<file path="src/hdl/rtam_ram.sv">
`default_nettype none

// Simple dual-port synchronous RAM, registered read
module rtam_ram #(
    parameter int DEPTH = 64,
    parameter int WIDTH = 8
) (
    input  wire logic                     clk,
    input  wire logic                     we,
    input  wire logic [$clog2(DEPTH)-1:0] waddr,
    input  wire logic [WIDTH-1:0]         wdata,
    input  wire logic [$clog2(DEPTH)-1:0] raddr,
    output logic      [WIDTH-1:0]         rdata
);

    logic [WIDTH-1:0] mem [DEPTH];

    always_ff @(posedge clk)
    begin
        if (we)
        begin
            mem[waddr] <= wdata;
        end
        rdata <= mem[raddr];
    end

endmodule

`default_nettype wire

</file>
<file path="config.mk">
export PLATFORM = sky130hd
export DESIGN_NAME = rtam_ram
export DESIGN_NICKNAME = d
export VERILOG_FILES = /design/src/hdl/rtam_ram.sv
export SDC_FILE = /design/constraint.sdc
export NUM_CORES = 1
export LEC_CHECK = 0
export BUFFER_PORTS_ARGS = -buffer_cell sky130_fd_sc_hd__buf_2
export CORE_MARGIN = 5
export CORE_UTILIZATION = 56
export DETAILED_ROUTE_END_ITERATION = 8
export PLACE_DENSITY = 0.86
export SYNTH_ARGS = -nofsm -noshare
export SYNTH_HDL_FRONTEND = slang
export SYNTH_SLANG_ARGS = --single-unit
</file>
<file path="constraint.sdc">
create_clock -name clk -period 1.9 [get_ports clk]
set_input_delay 0.285 -clock clk [delete_from_list [all_inputs] [get_ports clk]]
set_output_delay 0.285 -clock clk [all_outputs]
set_load 0.02 [all_outputs]
</file>
# Word level (Yosys, flattened, before mapping)
# Memory sizes are Yosys's and may differ from the RTL's. A register that Yosys moved wholly into a read port is not among the register bits.
# Cells that the tools add are included.
[op_classes]
n_mux = 2
[op_table]
columns = ["operator", "count"]
rows = [
  ["$mux 1", 2],
]
[totals]
ff_bits = 0
mem_bits_rw = 512
inputBits = 22
output_inout_bits = 8
wordCells = 3
n_memories = 1
[mem_list]
columns = ["name", "words", "word_bits", "rd", "rd_ports_with_merged_regs", "wr", "line_no", "rtl"]
rows = [
  ["mem", 64, 8, 1, 1, 1, "16", "logic [WIDTH-1:0] mem [DEPTH];"],
]

# Longest topological paths before layout
# Gate-level depths: netlist (run 1).
[logic_depth]
depth_word = 2
mapped_depth = 9
depth_no_buf = 5

# Worst setup path after synthesis (run 1)
# No wires, ideal clock.
[synth_path]
path_type = "input -> register"
startpoint = "in raddr[1]"
endpoint = "reg rdata[3], read port of mem"
setup_time_ns = 0.128
arrival_ns = 1.825
required_ns = 1.772
slack_ns = -0.053
path_stages = 7
n_path_buf = 3
path_cell_list = "buf_4 > buf_2 > buf_2 > mux4_2 > mux4_2 > o21ai_1 > o41ai_1"
[synth_rtl]
columns = ["item", "line_no", "rtl"]
rows = [
  ["start: declaration", "12", "input wire logic [$clog2(DEPTH)-1:0] raddr,"],
  ["end: declaration", "13", "output logic [WIDTH-1:0] rdata"],
]

==> impl_metrics.csv, run 1 <==
group,metric,value,unit
critical_path,cpMaxStageDelayCell,"mux4_2",
final_layout,drive_gt1_share,33.89,%
drt,met2WireLength,22500,um
final_layout,area_delta_synth_final,16.21,%
critical_path,startpoint_type,"flop",
yosys,synthAdderAreaFrac,0,%
cts,cts_setup_buffers,0,
critical_path,critPathLaunch,"mem[21][4]",
placement,dpl.cell_count,1521,
placement,io_buffers,29,
yosys,yosysTopAreaCell,"edfxtp_1",
yosys,seq_area_frac_synth,77.03,%
cts,cts_tree,"yes",
drt,dr.pass1.iters,5,
yosys,synth-simple-area-share,3.388,%
yosys,synthCells,940,
placement,gp_congestion,0.8929,
floorplan,die_area,39910,sq um
drt,drtIter0Drc,1293,
timing,fmax,506.5,MHz
yosys,synth-compound-area-share,2.072,%
power,p_leak,7.638,nW
cts,cts_made_buffers,49,
timing,setup_violations,2,
drt,wl_met3,5126,um
timing,relSlewSlack,18.95,%
grt,grt.total_usage,23.79,%
yosys,syn_area_per_cell,21.45,sq um
drt,wl_per_cell,28.90,um
placement,dpl_cell_area,21810,sq um
cts,cts.sinks,520,
critical_path,critPathMaxStageDelay,510,ps
cts,clock_latency,570,ps
timing,hold_viol,0,
yosys,synth_xor_area_share,0,%
critical_path,crit_required,2350,ps
yosys,synth_top_family_by_area,"multiplexers",
drt,drc_errors,0,
critical_path,reg2reg_to,"rdata[4]",
grt,grt_pass1_wl,69070,um
cts,ctsRootBufferMaster,"clkbuf_16",
drt,wl_met1,17200,um
timing,setup_ws,-74.52,ps
final_layout,final_core_util,65.89,%
drt,maxUsedRoutingLayer,"met5",
drt,viasPerCell,6.506,
floorplan,core_area,35570,sq um
cts,clk_pin_slew,70,ps
floorplan,die_w,199.8,um
drt,vias,10470,
placement,dpl.hpwl,28500,um
run_status,violations,"negative setup slack",
min_path,min_path_type,"in -> reg",
placement,pre_cts_ws,-474.4,ps
critical_path,arrival,2420,ps
critical_path,worstSetupEndpointType,"flop",
yosys,syn_nets,962,
yosys,ys_ff_latch,520,
timing,slew_viol_final,0,
yosys,yosysUniqueCellTypes,40,
critical_path,critPathKind,"reg -> reg",
critical_path,cp_max_fo,1,
min_path,hold_depth,3,
yosys,synthArstFlopShare,0,%
min_path,hold_start,"raddr[5]",
final_layout,nNetsFinal,1131,
critical_path,rr_worst_depth,5,
cts,htree_num_levels,2,
timing,period_minus_slack,1975,ps
grt,grt_max_degree,65,
floorplan,initial_core_util,56.70,%
yosys,muxShareOfSynthArea,15.94,%
final_layout,final_area,23440,sq um
yosys,synth_warnings,0,
grt,grt_pass1_vias,10620,
yosys,synth_ff_type,"edfxtp_1",
cts,cts_buffer_depth,3,
timing,finClkSkew,27.53,ps
critical_path,reg2reg_from,"mem[21][4]",
min_path,whs_endpoint,"rdata[0]",
flow_run,cap_violations,0,
critical_path,reg2reg_slack,-70,ps
floorplan,ioPinCount,30,
power,ir_worst_vdd,0.9792,mV
final_layout,finalNonFillerCells,1610,
grt,grt.overflow.total,0,
timing,tightest_slew,1216,ps
yosys,synth_edf_count,512,
cts,cts_hold_buf,0,
timing,min_period_over_period,103.9,%
grt,antenna_found_initial,1,
yosys,synth.top_cell.area_share,76.24,%
floorplan,die_h,199.8,um
run_status,outcome,"complete, but fails checks",
yosys,syn_area,20170,sq um
drt,antenna_left,0,
floorplan,rows,69,
yosys,yosys-top-cells-area,"edfxtp_1, mux4_2, nor2_1",
timing,grt_setup_unrepaired,"yes",
power,power.density,1003,nW/um^2
critical_path,path_cells,"mux4_2 > mux2_4 > o221a_4 > nor3_4 > o32ai_1",
drt,drt_wl_total,46530,um
[metal layers]
metal	vias up	global-route usage, %
met3	120	5.472
met2	704	38.09
met5	-	0
met1	5387	33.22
met4	2	7.925
li1	4261	-
[critical path, delay by kind of cell, from the launching register on]
| kind | cells | cell delay (ps) |
|---|---|---|
| multiplexers | 2 | 810 |
| AO/OA/AOI/OAI | 2 | 420 |
| flip-flops | 1 | 400 |
| AND/OR/NAND/NOR | 1 | 230 |
[final cells by class]
type	count	area, sq um
fillers	2106	12130
clock buffers	59	1264
clock inverters	28	264.0
well taps	461	576.8
multi-input cells	369	4413
diodes	4	10.01
flip-flops and latches	520	15530
repair buffers	169	1373
[state kept, by name (all words and copies together) (netlist names)]
register and cells:
mem 512, rdata 8
[repair_timing]
action / 4_1_cts / 5_1_grt
endpoints found under the setup margin: 5 / 7
pin swaps: 2 / 1
resized for setup: 9 / 9
[synthesized netlist by cell type, types with 2 or more instances]
library cell  number
a2111oi_0          2
a211oi_1           4
a21oi_1            3
a221oi_1           6
a22oi_1            3
buf_1              4
buf_12             2
buf_2             11
buf_4             13
buf_6              4
clkbuf_1          17
dfxtp_1            8
edfxtp_1         512
mux2_2            13
mux2i_1           23
mux4_2           126
nand2_1           19
nand2b_1           7
nand3_1           13
nand3b_1           3
nand4_1            2
nor2_1            83
nor2b_1           14
nor3_1             7
nor4_1             2
o2111ai_1          3
o21a_1             2
o21ai_0            2
o21ai_1            2
o221a_2            2
o221ai_1           8
o22ai_1            8
o2bb2ai_1          3
o32ai_1            2
o41ai_1            2
[layout by cell type (no fill, tap or decap), drive strengths merged, types with 4 or more instances in the layout]
cell / n
o221ai: 8
o22ai: 8
nor3: 7
diode: 4
bufinv: 5
nor2: 83
nand2: 19
buf: 168
o21ai: 4
mux2: 13
dfxtp: 8
a211oi: 4
a221oi: 6
clkbuf: 60
mux4: 126
nand2b: 7
clkinv: 21
mux2i: 23
nand3: 13
edfxtp: 512
nor2b: 14
[stage by stage]
stage | power (mW) | hold WS (ps) | TNS (ps)
6_report | 23.51 | 183.1 | -110.5
5_1_grt | 24.15 | 176.8 | -100.3
4_1_cts | 23.57 | 142.5 | -45.33
3_5_place_dp | 14.27 | 711.8 | -2925
3_3_place_gp | 14.22 | 700.9 | -2621
2_1_floorplan | 13.66 | 383.9 | 0
[logic make-up after synthesis]
group | count (synthesis)
AOI/OAI and AO/OA | 54
buffers and inverters | 51
DFF | 520
muxes | 162
and+or+nand+nor | 153
[where the power goes]
| group | switching (mW) | internal [mW] | total (mW) |
|---|---|---|---|
| combinational | 0.792 | 0.554 | 1.35 |
| sequential | 0.0459 | 12.7 | 12.7 |
| clock | 4.02 | 5.41 | 9.42 |
| total | 4.86 | 18.7 | 23.5 |
[worst max-delay path by stage]
stage                           to  slack (ps)  cells after the start
after floorplan           rdata[3]           7                      7
after global placement    rdata[4]        -440                      7
after detailed placement  rdata[4]        -470                      7
after CTS                 rdata[4]         -40                      6
after global routing      rdata[6]         -60                      5
final                     rdata[4]         -70                      5
Note: power is estimated with default switching activity, not from simulation.
==> inputs of run 2 (changes only) <==
--- a/config.mk
+++ b/config.mk
@@ -5,11 +5,12 @@
 export SDC_FILE = /design/constraint.sdc
 export NUM_CORES = 1
 export LEC_CHECK = 0
+export ABC_AREA = 1
 export BUFFER_PORTS_ARGS = -buffer_cell sky130_fd_sc_hd__buf_2
 export CORE_MARGIN = 5
-export CORE_UTILIZATION = 56
+export CORE_UTILIZATION = 57
 export DETAILED_ROUTE_END_ITERATION = 8
-export PLACE_DENSITY = 0.86
+export PLACE_DENSITY = 0.87
 export SYNTH_ARGS = -nofsm -noshare
 export SYNTH_HDL_FRONTEND = slang
 export SYNTH_SLANG_ARGS = --single-unit
==> run 2 against run 1 <==
Compared with the run above:
- the run now ends clean
- hold slack lost 58 ps
- first-iteration DRC count grew 76%
- non-clock buffer count shrank 22
- clock skew shrank 12 ps
- highest routed layer is now met4
- worst setup slack gained 500 ps
- cell area grew 2.6%
- global-route usage grew 2.6 points
==> impl_metrics.csv, run 2 <==
group,metric,value,unit
run_status,outcome,"finished clean",
yosys,synthCells,1805,
yosys,syn_area_per_cell,11.82,sq um
timing,relSlewSlack,17.87,%
critical_path,critPathMaxStageDelay,390,ps
drt,antenna_left,0,
grt,grt_max_degree,81,
grt,grt_pass1_wl,84660,um
cts,clk_pin_slew,60,ps
critical_path,crit_required,2350,ps
power,power.density,1005,nW/um^2
timing,tightest_slew,1231,ps
yosys,syn_nets,1827,
drt,wl_per_cell,22.88,um
floorplan,initial_core_util,58.01,%
critical_path,critPathTopFamily,"simple AND/OR/NAND/NOR gates",
floorplan,core_area,36790,sq um
drt,dr.pass1.iters,5,
grt,grt.overflow.total,0,
yosys,synth_edf_count,512,
final_layout,antenna_cells,0,
critical_path,cp_max_fo,1,
drt,vias,14990,
floorplan,die_area,41410,sq um
timing,setup_violations,0,
placement,gp_congestion,0.9111,
grt,grt_use_met3,4.643,%
yosys,seq_area_frac_synth,72.80,%
timing,slew_viol_final,0,
timing,grt_setup_unrepaired,"no",
cts,cts_resized,0,
placement,dpl.cell_count,2307,
final_layout,area_delta_synth_final,12.72,%
grt,antenna_found_initial,0,
yosys,synth_ff_type,"edfxtp_1",
yosys,yosys-top-cells-area,"edfxtp_1, nand2_1, nand3_1",
power,finalPower,24.17,mW
yosys,ys_ff_latch,520,
placement,dpl.hpwl,32050,um
final_layout,drive_gt1_share,11.39,%
cts,cts_hold_buf,0,
grt,use_met1,34.36,%
grt,gr-usage-met2,44.56,%
cts,cts_setup_buffers,0,
drt,drt_wl_total,54890,um
drt,viasPerCell,6.246,
final_layout,regMostFlops,"mem",
power,p_leak,8.864,nW
timing,period_minus_slack,1474,ps
min_path,min_path_type,"in -> reg",
timing,hold_viol,0,
yosys,yosysUniqueCellTypes,16,
final_layout,nNetsFinal,1913,
timing,fmax,678.4,MHz
critical_path,startpoint_type,"flop",
cts,cts_buffer_depth,3,
timing,setup_ws,425.9,ps
placement,pre_cts_ws,-19.33,ps
placement,io_buffers,29,
cts,ctsRootBufferMaster,"clkbuf_16",
flow_run,cap_violations,0,
cts,clock_latency,570,ps
critical_path,cp_num_buf_inv,0,
drt,drtIter0Drc,2272,
yosys,synth.most_common_cell,"nand2_1",
cts,cts_made_buffers,50,
power,ir_worst_vdd,0.7809,mV
yosys,synth_warnings,0,
critical_path,worstSetupEndpointType,"flop",
timing,finClkSkew,15.77,ps
final_layout,mostFrequentLayoutCells,"nand2_1, edfxtp_1, nand3_1",
critical_path,path_cells,"nand2_1 > nand3_1 > nand3_1 > nand2_1 > nand2_1 > nand3_1 > nand3_1 > nand2_1",
critical_path,critPathKind,"reg -> reg",
timing,min_period_over_period,77.59,%
grt,grt_pass1_vias,14750,
floorplan,die_w,203.5,um
final_layout,finalNonFillerCells,2399,
drt,drc_errors,0,
yosys,yosysTopAreaCell,"edfxtp_1",
cts,cts_tree,"yes",
final_layout,mostFrequentLayoutCell,"nand2_1",
grt,top_usage_layer,"met2",
final_layout,reg.largest.list,"mem: 512 flops, rdata: 8 flops",
critical_path,reg2reg_slack,430,ps
yosys,synth.top_cell.area_share,72.05,%
final_layout,largest_reg_flops,512,
floorplan,die_h,203.5,um
grt,grt.total_usage,26.43,%
yosys,syn_area,21340,sq um
cts,htree_num_levels,2,
final_layout,final_core_util,65.39,%
yosys,synthArstFlopShare,0,%
yosys,netlist_top_cells_count,"nand2_1, edfxtp_1, nand3_1",
floorplan,ioPinCount,30,
cts,cts.sinks,520,
critical_path,cpMaxStageDelayCell,"edfxtp_1",
critical_path,arrival,1930,ps
floorplan,rows,70,
run 2: area by class of cell:
cell class | count | area (sq um)
Fill cell | 2490 | 12730
Clock inverter | 25 | 244.0
Inverter | 12 | 52.55
Multi-Input combinational cell | 1160 | 4946
Tap cell | 468 | 585.6
Clock buffer | 67 | 1376
Sequential cell | 520 | 15530
Timing Repair Buffer | 147 | 1315
run 2: per-layer routing:
| layer | part of all wire [%] | vias to the layer above |
|---|---|---|
| met5 | 0 | - |
| met4 | 5.1 | 0 |
| met3 | 11 | 247 |
| met2 | 49 | 1117 |
| met1 | 35 | 7102 |
| li1 | - | 6519 |
run 2: worst reg2reg max path, cell delays in order, from the launching register on:
cell	delay, ps
edfxtp_1	390
nand2_1	100
nand3_1	100
nand3_1	180
nand2_1	90
nand2_1	60
nand3_1	220
nand3_1	160
nand2_1	80
run 2: cell families (layout without fill, tap and decap cells):
kind of cell           Yosys count  after routing  synth area share, %
AND/OR/NAND/NOR               1160           1160                23.18
flip-flops                     520            520                72.80
buffers and inverters          125            251                4.022
run 2: worst paths after layout:
kind              cells past startpoint  startpoint       end
setup reg to reg                      8  mem[16][5]  rdata[5]
hold / removal                        3    raddr[5]  rdata[2]
setup / recovery                      8  mem[16][5]  rdata[5]
hold reg to reg                       8   mem[8][4]  rdata[4]
run 2: power by group:
group	total, mW	switching [mW]	internal [mW]
Sequential	12.7	0.0362	12.7
Clock	9.81	4.07	5.74
Combinational	1.62	1.18	0.438
Total	24.2	5.29	18.9
run 2: stage by stage:
step	hold WS, ps	cell area, sq um	setup TNS (ps)
floorplan	383.9	21340	-9671
global placement	651.0	22430	-22.01
detailed placement	664.8	22430	-29.94
CTS	95.51	24050	0
global route	105.8	24050	0
finish	124.6	24050	0
==> inputs of run 3 (changes only) <==
--- a/config.mk
+++ b/config.mk
@@ -8,9 +8,9 @@
 export ABC_AREA = 1
 export BUFFER_PORTS_ARGS = -buffer_cell sky130_fd_sc_hd__buf_2
 export CORE_MARGIN = 5
-export CORE_UTILIZATION = 57
+export CORE_UTILIZATION = 63
 export DETAILED_ROUTE_END_ITERATION = 8
-export PLACE_DENSITY = 0.87
+export PLACE_DENSITY = 0.91
 export SYNTH_ARGS = -nofsm -noshare
 export SYNTH_HDL_FRONTEND = slang
 export SYNTH_SLANG_ARGS = --single-unit
==> constraint.sdc (replaced) <==
create_clock -name clk -period 1.45 [get_ports clk]
set_input_delay 0.2175 -clock clk [delete_from_list [all_inputs] [get_ports clk]]
set_output_delay 0.2175 -clock clk [all_outputs]
set_load 0.02 [all_outputs]
==> run 3 against run 2 <==
Compared with the run above:
- non-clock buffer count grew 32
- hold slack lost 84 ps
- critical path depth shrank 7
- routed wire length grew 4.1%
- highest routed layer unchanged
==> impl_metrics.csv, run 3 (synthesis gave the netlist of run 2 again) <==
group,metric,value,unit
power,power.density,1251,nW/um^2
cts,cts.sinks,520,
grt,grt.total_usage,29.65,%
final_layout,seq_area,15540,sq um
timing,fin_hold_ws,41.02,ps
grt,antenna_found_initial,2,
final_layout,finalNonFillerCells,2405,
critical_path,path_cells,"buf_2",
timing,fmax,690.2,MHz
final_layout,regMostFlops,"mem",
drt,drc_errors,0,
power,seqPwrFrac,54.3,%
floorplan,initial_core_util,63.80,%
cts,htree_num_levels,2,
final_layout,mostFrequentLayoutCells,"nand2_1, edfxtp_1, nand3_1",
grt,grt.overflow.total,0,
min_path,min_path_type,"in -> reg",
critical_path,worstSetupEndpointType,"output pin",
floorplan,core_area,33450,sq um
final_layout,nNetsFinal,1943,
power,switching_share,22.66,%
drt,dr.pass1.iters,6,
power,p_leak,9.016,nW
critical_path,arrival,1230,ps
power,p_clk_share,38.1,%
drt,antenna_left,0,
final_layout,largest_reg_flops,512,
final_layout,multi_input_area,5181,sq um
grt,top_usage_layer,"met2",
grt,use_met1,38.06,%
grt,gr-usage-met2,48.96,%
grt,grt_pass1_wl,87000,um
timing,grt_setup_unrepaired,"no",
critical_path,critPathMaxStageDelay,460,ps
cts,cts_setup_buffers,0,
run_status,outcome,"finished clean",
drt,vias,15320,
placement,io_buffers,29,
final_layout,reg.largest.list,"mem: 512 flops, rdata: 8 flops",
timing,setup_violations,0,
drt,wl_per_cell,23.75,um
placement,dpl.hpwl,34440,um
floorplan,die_area,37650,sq um
critical_path,critPathTopFamily,"flip-flops",
cts,clock_latency,550,ps
critical_path,critPathKind,"reg -> out",
floorplan,die_h,194.0,um
final_layout,mostFrequentLayoutCell,"nand2_1",
power,finalPower,30.77,mW
power,ir_worst_vdd,0.8411,mV
critical_path,cp_max_fo,2,
floorplan,die_w,194.0,um
cts,clk_pin_slew,60,ps
final_layout,fillers,1883,
timing,finClkSkew,8.540,ps
cts,cts_buffer_depth,3,
critical_path,crit_required,1230,ps
final_layout,drive_gt1_share,15.44,%
grt,grt_use_met3,7.489,%
final_layout,final_core_util,73.55,%
timing,tightest_slew,793.4,ps
drt,drt_wl_total,57120,um
power,internal_power,23.80,mW
drt,drtIter0Drc,2578,
cts,cts_made_buffers,48,
critical_path,cp_num_buf_inv,1,
power,p_comb_share,7.6,%
cts,cts_resized,0,
critical_path,cpMaxStageDelayCell,"dfxtp_1",
placement,gp_congestion,0.9350,
power,power_switching,6.971,mW
cts,ctsRootBufferMaster,"clkbuf_16",
timing,relSlewSlack,47.11,%
floorplan,ioPinCount,30,
cts,cts_hold_buf,0,
floorplan,rows,67,
timing,hold_viol,0,
timing,period_minus_slack,1449,ps
timing,slew_viol_final,0,
critical_path,startpoint_type,"flop",
timing,min_period_over_period,99.92,%
cts,cts_tree,"yes",
grt,grt_pass1_vias,15260,
drt,viasPerCell,6.370,
flow_run,cap_violations,0,
placement,dpl.cell_count,2319,
final_layout,area_delta_synth_final,15.29,%
grt,grt_max_degree,65,
## run 3: cell count changes in the layout (fill, tap and decap cells not counted), moves of 4 or more
cell and change:
nor2_1 -41, nor2_2 +28, buf_12 +20, nor2_4 +13, buf_4 +12, nor4_1 -8, nor4_2 +6, bufinv_16 -4
dfxtp_1 -4, dfxtp_2 +4
## run 3: per-layer routing
layer	vias up	routed length, um
li1	6578	-
met1	7174	18990
met2	1319	27700
met3	248	7746
met4	0	2681
met5	-	0
## run 3: worst register-to-register path: stages, from the launching register on
cell and delay (ps):
edfxtp_1 400, nand2_1 80, nand3_1 70, nand3_1 120
nand2_1 130, nand2_1 100, nand3_1 140, nand3_1 170
nand2_1 70
## run 3: path summary, 6_finish.rpt
path | slack, ps | endpoint | cells after the start | from
max | 1 | rdata[5] | 1 | rdata[5]
max reg2reg | 60 | rdata[5] | 8 | mem[40][5]
min reg2reg | 850 | rdata[1] | 8 | mem[56][1]
min | 40 | rdata[6] | 3 | raddr[5]
## run 3: stage by stage
step	worst slack [ps]	TNS (ps)	instance area, sq um
3_3_place_gp	-196.6	-5431	23150
2_1_floorplan	-320.9	-70550	21680
3_5_place_dp	-259.8	-20590	23150
5_1_grt	1.976	0	24600
6_report	1.097	0	24600
4_1_cts	20.38	0	24590
## run 3: final cells by class
class                      instances  share of cell area [%]
tap                              448                   2.278
clock inverter                    25                  0.6306
inverter                          12                  0.2848
timing repair buffer             179                   7.339
multi-input combinational       1160                   21.06
antenna                            1                 0.01017
clock buffer                      60                   5.233
sequential                       520                   63.16
## run 3: power by group through the flow
| stage | Clock (mW) | Sequential (mW) | Combinational (mW) |
|---|---|---|---|
| after global placement | 0 | 17.0 | 2.14 |
| after floorplan | 0 | 17.0 | 1.23 |
| after detailed placement | 0 | 17.0 | 2.24 |
| after global routing | 12.4 | 16.7 | 2.47 |
| after CTS | 11.7 | 16.7 | 2.27 |
| final | 11.7 | 16.7 | 2.34 |
